## src/sv/alb_smth_pkg.sv

```systemverilog
// constants and register codes for the ambient light brightness smoother
package alb_smth_pkg;

   localparam int LUX_W   = 21;
   localparam int LEVEL_W = 8;
   localparam int SHIFT_W = 4;
   localparam int CSR_IDX_W  = 2;
   localparam int CSR_DATA_W = 8;

   localparam int AVG_WINDOW = 1000;
   localparam int START_LUX  = 25000;
   localparam int LUX_MAX    = 1573000;

   localparam int RESET_SHIFT = 7;
   localparam int RESET_MIN   = 10;
   localparam int RESET_MAX   = 80;

   // start level: start average shifted and clamped like any target
   localparam int START_SHIFTED = START_LUX >> RESET_SHIFT;
   localparam int START_RAISED  = (START_SHIFTED < RESET_MIN) ? RESET_MIN : START_SHIFTED;
   localparam int START_LEVEL   = (START_RAISED > RESET_MAX) ? RESET_MAX : START_RAISED;

   // remainder and offset so the signed step stays non-negative
   localparam int REM_W   = $clog2(AVG_WINDOW);
   localparam int OFF_Q   = (LUX_MAX + AVG_WINDOW - 1) / AVG_WINDOW;
   localparam int OFF_LUX = OFF_Q * AVG_WINDOW;
   localparam int E_MAX   = LUX_MAX + AVG_WINDOW - 1 + OFF_LUX;
   localparam int E_W     = $clog2(E_MAX + 1);
   localparam int Q_W     = $clog2(E_MAX / AVG_WINDOW + 1);

   // reciprocal of the window, exact for every value up to E_MAX
   localparam int WIN_W   = $clog2(AVG_WINDOW + 1);
   localparam int RECIP_K = E_W + WIN_W;
   localparam longint unsigned RECIP =
      ((64'd1 << RECIP_K) + AVG_WINDOW - 1) / AVG_WINDOW;
   localparam int M_W    = RECIP_K - WIN_W + 2;
   localparam int PROD_W = E_W + M_W;
   localparam logic [M_W-1:0] RECIP_M = M_W'(RECIP);

   localparam logic [CSR_IDX_W-1:0] CSR_LUX_SHIFT = 2'd0;
   localparam logic [CSR_IDX_W-1:0] CSR_MIN_LEVEL = 2'd1;
   localparam logic [CSR_IDX_W-1:0] CSR_MAX_LEVEL = 2'd2;

endpackage

```

## src/sv/ambient_light_brightness_smoother_unit.sv

```systemverilog
// ambient light brightness smoother: moving average, level mapping and one-step slew
//
// Every accepted item (one light sample in millilux) gives exactly one result item,
// the display brightness level after one step of slew toward the target. An item is
// registered on entry and its result is registered on exit; a new item can be taken
// every cycle while rsp_stall does not hold the result, so the sustained rate is one
// item per cycle. The per-item loop through the average is one multiply by the
// reciprocal of the 1000-sample window plus an add and compare, all combinational.
// Configuration writes are taken at any time (csr_ready stays high) and should only
// be made while no item is in flight; unknown register indexes are ignored.
module ambient_light_brightness_smoother_unit (
   input  logic                                   clock,
   input  logic                                   reset,
   input  logic                                   req_valid,
   output logic                                   req_stall,
   input  logic [alb_smth_pkg::LUX_W-1:0]         req_ambient_lux,
   output logic                                   rsp_valid,
   input  logic                                   rsp_stall,
   output logic [alb_smth_pkg::LEVEL_W-1:0]       rsp_brightness,
   input  logic                                   csr_valid,
   output logic                                   csr_ready,
   input  logic [alb_smth_pkg::CSR_IDX_W-1:0]     csr_index,
   input  logic [alb_smth_pkg::CSR_DATA_W-1:0]    csr_wdata
);

   logic                               in_valid_ff;
   logic [alb_smth_pkg::LUX_W-1:0]     sample_ff;
   logic                               out_valid_ff;
   logic [alb_smth_pkg::LEVEL_W-1:0]   bright_ff;

   logic [alb_smth_pkg::SHIFT_W-1:0]   shift_ff;
   logic [alb_smth_pkg::LEVEL_W-1:0]   min_ff;
   logic [alb_smth_pkg::LEVEL_W-1:0]   max_ff;

   logic [alb_smth_pkg::LUX_W-1:0]     avg_ff, avg_in;
   logic [alb_smth_pkg::REM_W-1:0]     rem_ff, rem_in;
   logic [alb_smth_pkg::LEVEL_W-1:0]   level_ff, level_in;

   logic                               advance;
   logic [alb_smth_pkg::LUX_W-1:0]     sample_clamped;
   logic [alb_smth_pkg::E_W-1:0]       step_e;
   logic [alb_smth_pkg::PROD_W-1:0]    prod;
   logic [alb_smth_pkg::Q_W-1:0]       quot;
   logic [alb_smth_pkg::E_W-1:0]       quot_w;
   logic [alb_smth_pkg::E_W-1:0]       avg_sum;
   logic [alb_smth_pkg::LUX_W-1:0]     shifted;
   logic [alb_smth_pkg::LEVEL_W-1:0]   target;

   assign advance   = in_valid_ff && (!out_valid_ff || !rsp_stall);
   assign req_stall = in_valid_ff && !advance;
   assign csr_ready = 1'b1;
   assign rsp_valid      = out_valid_ff;
   assign rsp_brightness = bright_ff;

   always_comb begin
      sample_clamped = (sample_ff > alb_smth_pkg::LUX_W'(alb_smth_pkg::LUX_MAX))
                     ? alb_smth_pkg::LUX_W'(alb_smth_pkg::LUX_MAX) : sample_ff;
      // offset step: sample + remainder - average, biased by a multiple of the window
      step_e = alb_smth_pkg::E_W'(sample_clamped) + alb_smth_pkg::E_W'(rem_ff)
             + alb_smth_pkg::E_W'(alb_smth_pkg::OFF_LUX) - alb_smth_pkg::E_W'(avg_ff);
      prod   = alb_smth_pkg::PROD_W'(step_e) * alb_smth_pkg::PROD_W'(alb_smth_pkg::RECIP_M);
      quot   = prod[alb_smth_pkg::RECIP_K +: alb_smth_pkg::Q_W];
      quot_w = alb_smth_pkg::E_W'(quot) * alb_smth_pkg::E_W'(alb_smth_pkg::AVG_WINDOW);
      rem_in = alb_smth_pkg::REM_W'(step_e - quot_w);
      avg_sum = alb_smth_pkg::E_W'(avg_ff) + alb_smth_pkg::E_W'(quot)
              - alb_smth_pkg::E_W'(alb_smth_pkg::OFF_Q);
      avg_in = avg_sum[alb_smth_pkg::LUX_W-1:0];

      shifted = avg_in >> shift_ff;
      if (shifted < alb_smth_pkg::LUX_W'(min_ff)) begin
         target = min_ff;
      end else begin
         target = shifted[alb_smth_pkg::LEVEL_W-1:0];
      end
      if (shifted < alb_smth_pkg::LUX_W'(min_ff)) begin
         if (min_ff > max_ff) begin
            target = max_ff;
         end
      end else if (shifted > alb_smth_pkg::LUX_W'(max_ff)) begin
         target = max_ff;
      end

      if (target > level_ff) begin
         level_in = level_ff + alb_smth_pkg::LEVEL_W'(1);
      end else if (target < level_ff) begin
         level_in = level_ff - alb_smth_pkg::LEVEL_W'(1);
      end else begin
         level_in = level_ff;
      end
   end

   always_ff @(posedge clock) begin
      if (reset) begin
         in_valid_ff  <= 1'b0;
         out_valid_ff <= 1'b0;
         shift_ff <= alb_smth_pkg::SHIFT_W'(alb_smth_pkg::RESET_SHIFT);
         min_ff   <= alb_smth_pkg::LEVEL_W'(alb_smth_pkg::RESET_MIN);
         max_ff   <= alb_smth_pkg::LEVEL_W'(alb_smth_pkg::RESET_MAX);
         avg_ff   <= alb_smth_pkg::LUX_W'(alb_smth_pkg::START_LUX);
         rem_ff   <= '0;
         level_ff <= alb_smth_pkg::LEVEL_W'(alb_smth_pkg::START_LEVEL);
      end else begin
         if (!req_stall) begin
            in_valid_ff <= req_valid;
         end
         if (advance) begin
            out_valid_ff <= 1'b1;
            avg_ff   <= avg_in;
            rem_ff   <= rem_in;
            level_ff <= level_in;
         end else if (!rsp_stall) begin
            out_valid_ff <= 1'b0;
         end
         if (csr_valid && csr_ready) begin
            case (csr_index)
               alb_smth_pkg::CSR_LUX_SHIFT: shift_ff <= csr_wdata[alb_smth_pkg::SHIFT_W-1:0];
               alb_smth_pkg::CSR_MIN_LEVEL: min_ff   <= csr_wdata[alb_smth_pkg::LEVEL_W-1:0];
               alb_smth_pkg::CSR_MAX_LEVEL: max_ff   <= csr_wdata[alb_smth_pkg::LEVEL_W-1:0];
               default: ;
            endcase
         end
      end
   end

   always_ff @(posedge clock) begin
      if (req_valid && !req_stall) begin
         sample_ff <= req_ambient_lux;
      end
      if (advance) begin
         bright_ff <= level_in;
      end
   end

   a_rem_below_window: assert property (@(posedge clock) disable iff (reset)
      rem_ff < alb_smth_pkg::REM_W'(alb_smth_pkg::AVG_WINDOW))
      else $error("average remainder reached the window");

   a_avg_in_range: assert property (@(posedge clock) disable iff (reset)
      avg_ff <= alb_smth_pkg::LUX_W'(alb_smth_pkg::LUX_MAX))
      else $error("average above the clamp level");

   a_one_step: assert property (@(posedge clock) disable iff (reset)
      advance |=> (level_ff == $past(level_ff)
                || level_ff == $past(level_ff) + alb_smth_pkg::LEVEL_W'(1)
                || level_ff == $past(level_ff) - alb_smth_pkg::LEVEL_W'(1)))
      else $error("level moved by more than one step");

   a_result_matches_level: assert property (@(posedge clock) disable iff (reset)
      advance |=> (out_valid_ff && bright_ff == level_ff))
      else $error("result differs from the current level");

endmodule

```

## config.mk

```make
export PLATFORM = sky130hd
export DESIGN_NAME = ambient_light_brightness_smoother_unit
export DESIGN_NICKNAME = d
export VERILOG_FILES = /design/src/sv/alb_smth_pkg.sv /design/src/sv/ambient_light_brightness_smoother_unit.sv
export SDC_FILE = /design/constraint.sdc
export NUM_CORES = 1
export LEC_CHECK = 0
export ABC_AREA = 1
export BUFFER_PORTS_ARGS = -buffer_cell sky130_fd_sc_hd__buf_2
export CORE_ASPECT_RATIO = 1.1
export CORE_UTILIZATION = 50
export CTS_BUF_LIST = sky130_fd_sc_hd__clkbuf_4
export CTS_CLUSTER_DIAMETER = 80
export DETAILED_ROUTE_END_ITERATION = 10
export MAX_ROUTING_LAYER = met4
export PLACE_DENSITY = 0.76
export SLEW_MARGIN = 15
export SYNTH_ARGS = -nofsm -noshare
export SYNTH_HDL_FRONTEND = slang
export SYNTH_SLANG_ARGS = --single-unit
```

## constraint.sdc

```tcl
create_clock -name clock -period 12.8 [get_ports clock]
set_input_delay 2.56 -clock clock [delete_from_list [all_inputs] [get_ports clock]]
set_output_delay 2.56 -clock clock [all_outputs]
set_load 0.01 [all_outputs]
```

# ---- Yosys cells after proc, flatten, opt, wreduce, memory -nomap -nowiden
# Index checks and enable logic that the tools add are counted.
dict set report word_totals {
  regBits 90
  out_inout_bits 11
  input_bits 36
}
dict set report classes {
  reduce_logical 12
  mul 2
  addsub 8
  mux 9
  n_shift 1
  n_eq_ne 3
  magnitude_cmp 6
}
# op count
set op_table {}
lappend op_table {{8-bit 2-to-1 mux} 6}
lappend op_table {{22-bit by 20-bit multiplier with 41-bit output, second input constant} 1}
lappend op_table {{21-bit by 10-bit adder with 22-bit output} 1}
lappend op_table {{22-bit by 21-bit adder with 22-bit output, second input constant} 1}
lappend op_table {{22-bit by 21-bit subtractor with 22-bit output} 1}
lappend op_table {{21-bit by 12-bit adder with 21-bit output} 1}
lappend op_table {{21-bit > comparator, second input constant} 1}
lappend op_table {{21-bit by 8-bit > comparator with 1-bit output} 1}
lappend op_table {{21-bit by 8-bit less-than comparator with 1-bit output} 1}
lappend op_table {{21-bit 2-to-1 mux} 1}
lappend op_table {{21-bit by 4-bit >> shifter with 21-bit output} 1}
lappend op_table {{21-bit by 11-bit subtractor with 21-bit output, second input constant} 1}
lappend op_table {{8-bit > comparator} 2}
lappend op_table {{12-bit by 7-bit multiplier with 7-bit output, second input constant} 1}
lappend op_table {{10-bit subtractor} 1}
lappend op_table {{8-bit by 1-bit adder with 8-bit output, second input constant} 1}
lappend op_table {{8-bit less-than comparator} 1}
lappend op_table {{8-bit by 1-bit subtractor with 8-bit output, second input constant} 1}
lappend op_table {{2-bit AND reduction} 3}
lappend op_table {{1-bit logical NOT} 4}
lappend op_table {{1-bit logical AND} 3}
lappend op_table {{2-bit by 1-bit equality test with 1-bit output, second input constant} 1}
lappend op_table {{2-bit equality test, second input constant} 1}
lappend op_table {{2-bit logical NOT} 1}
lappend op_table {{other kinds (3)} 4}

# ---- Depth between registers and ports, before layout
dict set report depth {
  depth_word 16
  depth_mapped 94
  depth_no_buf 94
}

# ---- Least setup slack after synthesis
# No wires, ideal clock.
dict set report synth_timing {
  path_kind {register -> register}
  start {register sample_ff[2] in the netlist's numbering}
  end {register level_ff[6] in the netlist's numbering}
  path_stages_with_launch 91
  period_less_slack_ps 13028
  t_arrival_ps 12900
  t_required_ps 12672
  setup_ps 128
  path_slack_ps -228
  cell_sequence {edfxtp_1 -> o31ai_1 -> nand4_1 -> nand2_1 -> nand4_1 -> nand2_1 -> clkinv_1 -> nor2_1 -> fa_1 -> ha_1 -> ha_1 -> inv_1 -> fa_1 -> nand3b_1 -> nand2_1 -> a21oi_1 -> inv_1 -> nand2_1 -> [55 not listed] -> nand3_1 -> nand2_1 -> ha_1 -> inv_1 -> nor2_1 -> o21ai_0 -> nand2_1 -> nand2_1 -> nand2_1 -> inv_1 -> nor2_1 -> nand2_1 -> nor3_1 -> nor2_1 -> a21oi_1 -> xor2_1 -> a21oi_1 -> o21ai_0}
}
dict set report synth_between {
  elab_chain_cells 16
  word_cells_on_any_way 19
}
# element line_no
set synth_rtl {}
lappend synth_rtl {{start, declared} ambient_light_brightness_smoother_unit.sv:27} ;# logic [alb_smth_pkg::LUX_W-1:0] sample_ff;
lappend synth_rtl {{start signal, assigned} ambient_light_brightness_smoother_unit.sv:127} ;# sample_ff <= req_ambient_lux;
lappend synth_rtl {{21-bit > comparator} ambient_light_brightness_smoother_unit.sv:56} ;# sample_clamped = (sample_ff > alb_smth_pkg::LUX_W'(alb_smth_pkg::LUX_MAX))
lappend synth_rtl {{21-bit 2-to-1 mux (*)} ambient_light_brightness_smoother_unit.sv:57} ;# ? alb_smth_pkg::LUX_W'(alb_smth_pkg::LUX_MAX) : sample_ff;
lappend synth_rtl {{21-bit by 10-bit adder with 22-bit output (*)} ambient_light_brightness_smoother_unit.sv:59} ;# step_e = alb_smth_pkg::E_W'(sample_clamped) + alb_smth_pkg::E_W'(rem_ff)
lappend synth_rtl {{22-bit by 21-bit adder with 22-bit output (*)} ambient_light_brightness_smoother_unit.sv:60} ;# + alb_smth_pkg::E_W'(alb_smth_pkg::OFF_LUX) - alb_smth_pkg::E_W'(avg_ff);
lappend synth_rtl {{22-bit by 21-bit subtractor with 22-bit output (*)} ambient_light_brightness_smoother_unit.sv:60}
lappend synth_rtl {{22-bit by 20-bit multiplier with 41-bit output (*)} ambient_light_brightness_smoother_unit.sv:61} ;# prod = alb_smth_pkg::PROD_W'(step_e) * alb_smth_pkg::PROD_W'(alb_smth_pkg::RECIP_M);
lappend synth_rtl {{21-bit by 12-bit adder with 21-bit output (*)} ambient_light_brightness_smoother_unit.sv:65} ;# avg_sum = alb_smth_pkg::E_W'(avg_ff) + alb_smth_pkg::E_W'(quot)
lappend synth_rtl {{21-bit by 11-bit subtractor with 21-bit output (*)} ambient_light_brightness_smoother_unit.sv:66} ;# - alb_smth_pkg::E_W'(alb_smth_pkg::OFF_Q);
lappend synth_rtl {{21-bit by 4-bit >> shifter with 21-bit output (*)} ambient_light_brightness_smoother_unit.sv:69} ;# shifted = avg_in >> shift_ff;
lappend synth_rtl {{21-bit by 8-bit less-than comparator with 1-bit output} {ambient_light_brightness_smoother_unit.sv:70, ambient_light_brightness_smoother_unit.sv:75}}
lappend synth_rtl {{8-bit 2-to-1 mux} ambient_light_brightness_smoother_unit.sv:70} ;# if (shifted < alb_smth_pkg::LUX_W'(min_ff)) begin
lappend synth_rtl {{8-bit 2-to-1 mux (on tied branches)} {ambient_light_brightness_smoother_unit.sv:79, ambient_light_brightness_smoother_unit.sv:76}}
lappend synth_rtl {{8-bit 2-to-1 mux (*)} ambient_light_brightness_smoother_unit.sv:75} ;# if (shifted < alb_smth_pkg::LUX_W'(min_ff)) begin
lappend synth_rtl {{8-bit less-than comparator} ambient_light_brightness_smoother_unit.sv:85} ;# end else if (target < level_ff) begin
lappend synth_rtl {{8-bit 2-to-1 mux} ambient_light_brightness_smoother_unit.sv:85}
lappend synth_rtl {{8-bit 2-to-1 mux (*)} ambient_light_brightness_smoother_unit.sv:83} ;# if (target > level_ff) begin
lappend synth_rtl {{via level_in, one bit} ambient_light_brightness_smoother_unit.sv:37} ;# logic [alb_smth_pkg::LEVEL_W-1:0] level_ff, level_in;
lappend synth_rtl {{end signal, assigned} ambient_light_brightness_smoother_unit.sv:101} ;# level_ff <= alb_smth_pkg::LEVEL_W'(alb_smth_pkg::START_LEVEL);
lappend synth_rtl {{end signal, assigned} ambient_light_brightness_smoother_unit.sv:110} ;# level_ff <= level_in;
lappend synth_rtl {{end, declared} ambient_light_brightness_smoother_unit.sv:37}
# Mark *: on every way through the listed nets, which the timed path passes. The rest lies on a longest branch.
# A chain may end at the register's enable or synchronous reset.

# ---- Worst setup path after layout
# Same ends and word-level chain as after synthesis.

==> results_dict.tcl <==
set metrics [dict create \
    slowest_delay_ns 0.61 \
    synth_top_area_share_pct 26.1 \
    run_status "finished, violations left" \
    dieHeight_um 184 \
    core-area_sq_um 29600 \
    grt_use_met1_pct 40.5 \
    antenna_found_initial 3 \
    routed_wl_um 49300 \
    cts_hold_buf 0 \
    rsz0062_at_grt "true" \
    hold_path_class "flip-flop to flip-flop" \
    grt_first_pass_wirelength_um 77400 \
    crit_arrival_ns 14.32 \
    globalplace.congestion 1.02 \
    io_buffer_count 45 \
    drtIter0Drc 1089 \
    nets 2908 \
    gr-total-overflow 0 \
    hold_viol 0 \
    grt_max_degree 49 \
    cts_tree "done" \
    dp.cells 2726 \
    ant_nets 0 \
    dp_hpwl_um 36700 \
    violations "setup timing" \
    cts_sinks 90 \
    rows 66 \
    slowest_stage "fa_2" \
    fmax_mhz 71.9 \
    regArea_sq_um 2090 \
    yosysWarnings 0 \
    yosysSeqAreaShare_pct 13.9 \
    clk_path_buf_depth 2 \
    synth_nets 2483 \
    slew_viol_final 0 \
    die-area_sq_um 30900 \
    clkTransAtPathRegs_ns 0.16 \
    cts_buffers 9 \
    cap_viol_max_count 0 \
    synth_enable_flop_cells 29 \
    path_common_cell "nand2_2" \
    dr.pass1.iters 5 \
    dpl_cell_area_sq_um 18100 \
    period_minus_slack_ns 13.91 \
    ys_async_sr_fraction_pct 0 \
    crit_path_end_kind "flip-flop" \
    track_usage_pct 32.5 \
    postSynthCellCount 2020 \
    required_ns 13.22 \
    ys_top_cells_by_area "ha_1, fa_1, inv_1, nand2_1, dfxtp_1" \
    finClkSkew_ns 0.0216 \
    start_util_pct 50.9 \
    ys_ff_latch 90 \
    via_per_inst 5.48 \
    clock-root-buffer "clkbuf_4" \
    pre_cts_ws_ns -1.97 \
    layout-drive-gt1-share_pct 33.2 \
    drc 0 \
    worst-path-max-fanout 6 \
    layout_setup_ws_ns -1.11 \
    htree_levels 3 \
    synth_area_sq_um 15100 \
    io_pins 47 \
    synth_cell_type_count 45 \
    multi_input_area_sq_um 13000 \
    post-route-period-util_pct 109 \
    start_kind "flip-flop" \
    use_met2_pct 55.2 \
    fin_setup_tns_ns -13.90 \
    clk_latency_ns 0.48 \
    vias 15500 \
    grt_pass1_vias 15700 \
    synth_flop_cell "dfxtp_1" \
    instances_no_fill 2827 \
    slew_headroom_pct 23.3 \
    met3_usage_pct 2.73 \
    path_class "flip-flop to flip-flop" \
    worst_pin_slew_ns 1.14 \
    netlist.top_cell.by_area "ha_1" \
    setup_violations 16 \
    wl_per_cell_um 17.5 \
    postLayoutCellArea_sq_um 20900 \
    syn_to_final_growth_pct 38.5 \
    globalRoute.busiestLayer "met2" \
    syn_area_per_cell_sq_um 7.47 \
    die_w_um 168 \
    fill_cells 2136 \
]
[path summary, 6_finish.rpt]
path | start | to | slack, ns | depth (start not counted)
hold reg to reg | rem_ff[0] | rem_ff[0] | 0.51 | 2
setup reg to reg | sample_ff[2] | level_ff[6] | -1.11 | 81
hold / removal | rem_ff[0] | rem_ff[0] | 0.51 | 2
setup / recovery | sample_ff[2] | level_ff[6] | -1.11 | 81
[Yosys cell counts, drive strengths merged (4+ instances only)]
master	count
inv	474
nand2	373
ha	315
a21oi	135
nand3	135
fa	112
nor2	91
o21ai	80
dfxtp	61
xor2	40
nand4	30
edfxtp	29
clkbuf	28
o211ai	28
xnor2	17
nor3	12
buf	8
a21o	6
a31oi	6
o21a	6
a211oi	5
and2	5
o21bai	5
clkinv	4
nor4	4
[flip-flops by register name, summed over array words and instances (netlist names), 4 cells and up]
register        flops
avg_ff             21
level_ff            8
max_ff              8
min_ff              8
rem_ff             10
rsp_brightness      8
sample_ff          21
shift_ff            4
[per-stage QoR]
stage	utilization (%)	hold slack, ns
after CTS	68.5	0.481
after floorplan	-	0.433
after global placement	61.2	0.452
final	70.4	0.509
after global routing	70.4	0.533
after detailed placement	61.2	0.460
[critical path, delay by kind of cell, from the launching register on]
kind                     cells  cell delay (ns)
AO/OA/AOI/OAI               13             2.08
AND/OR/NAND/NOR             38             4.37
XOR/XNOR                     3             0.63
buffers and inverters       12             1.19
flip-flops                   1             0.43
adder cells (fa/ha/maj)     15             5.10
[per-layer routing]
metal	part of all wire, %	vias up
met3	4.9	141
met1	42	7491
li1	-	7336
met2	49	522
met4	4.3	0
met5	0	-
[logic make-up after synthesis]
family	share of synthesized area (%)
and+or+nand+nor	18.5
DFF	13.9
adders and majority gates	41.0
other	0.0249
buffers and inverters	12.9
AOI/OAI and AO/OA	10.4
xor gates and xnor gates	3.31
[cell type report]
cell class	count	area share [%]
Sequential cell	90	10.0
Inverter	478	8.64
Clock inverter	6	0.467
Clock buffer	10	0.359
Timing Repair Buffer	449	15.9
Multi-Input combinational cell	1417	62.3
Tap cell	374	2.24
Antenna cell	3	0.0359
[repair_timing]
| action | 4_1_cts | 5_1_grt |
|---|---|---|
| setup endpoints to repair | 16 | 17 |
| setup buffers | 79 | 21 |
| resized for setup | 276 | 130 |
| cloned | 1 | 0 |
| pin swaps | 129 | 122 |
[cells in the final DEF (no fill, tap or decap), drive strengths merged, types with 6 or more instances in the layout]
master	instances
a31oi	6
inv	476
xor2	40
o21a	6
nand2	373
a21o	6
a21oi	135
clkbuf	10
nor2	92
o21ai	80
dfxtp	61
xnor2	17
nor3	12
o211ai	28
edfxtp	29
nand4	30
buf	449
ha	315
nand3	135
clkinv	6
fa	112
Power is left out: the tool's default activity adds up to more than one toggle a clock period on the data nets, which glitch-free logic cannot reach.
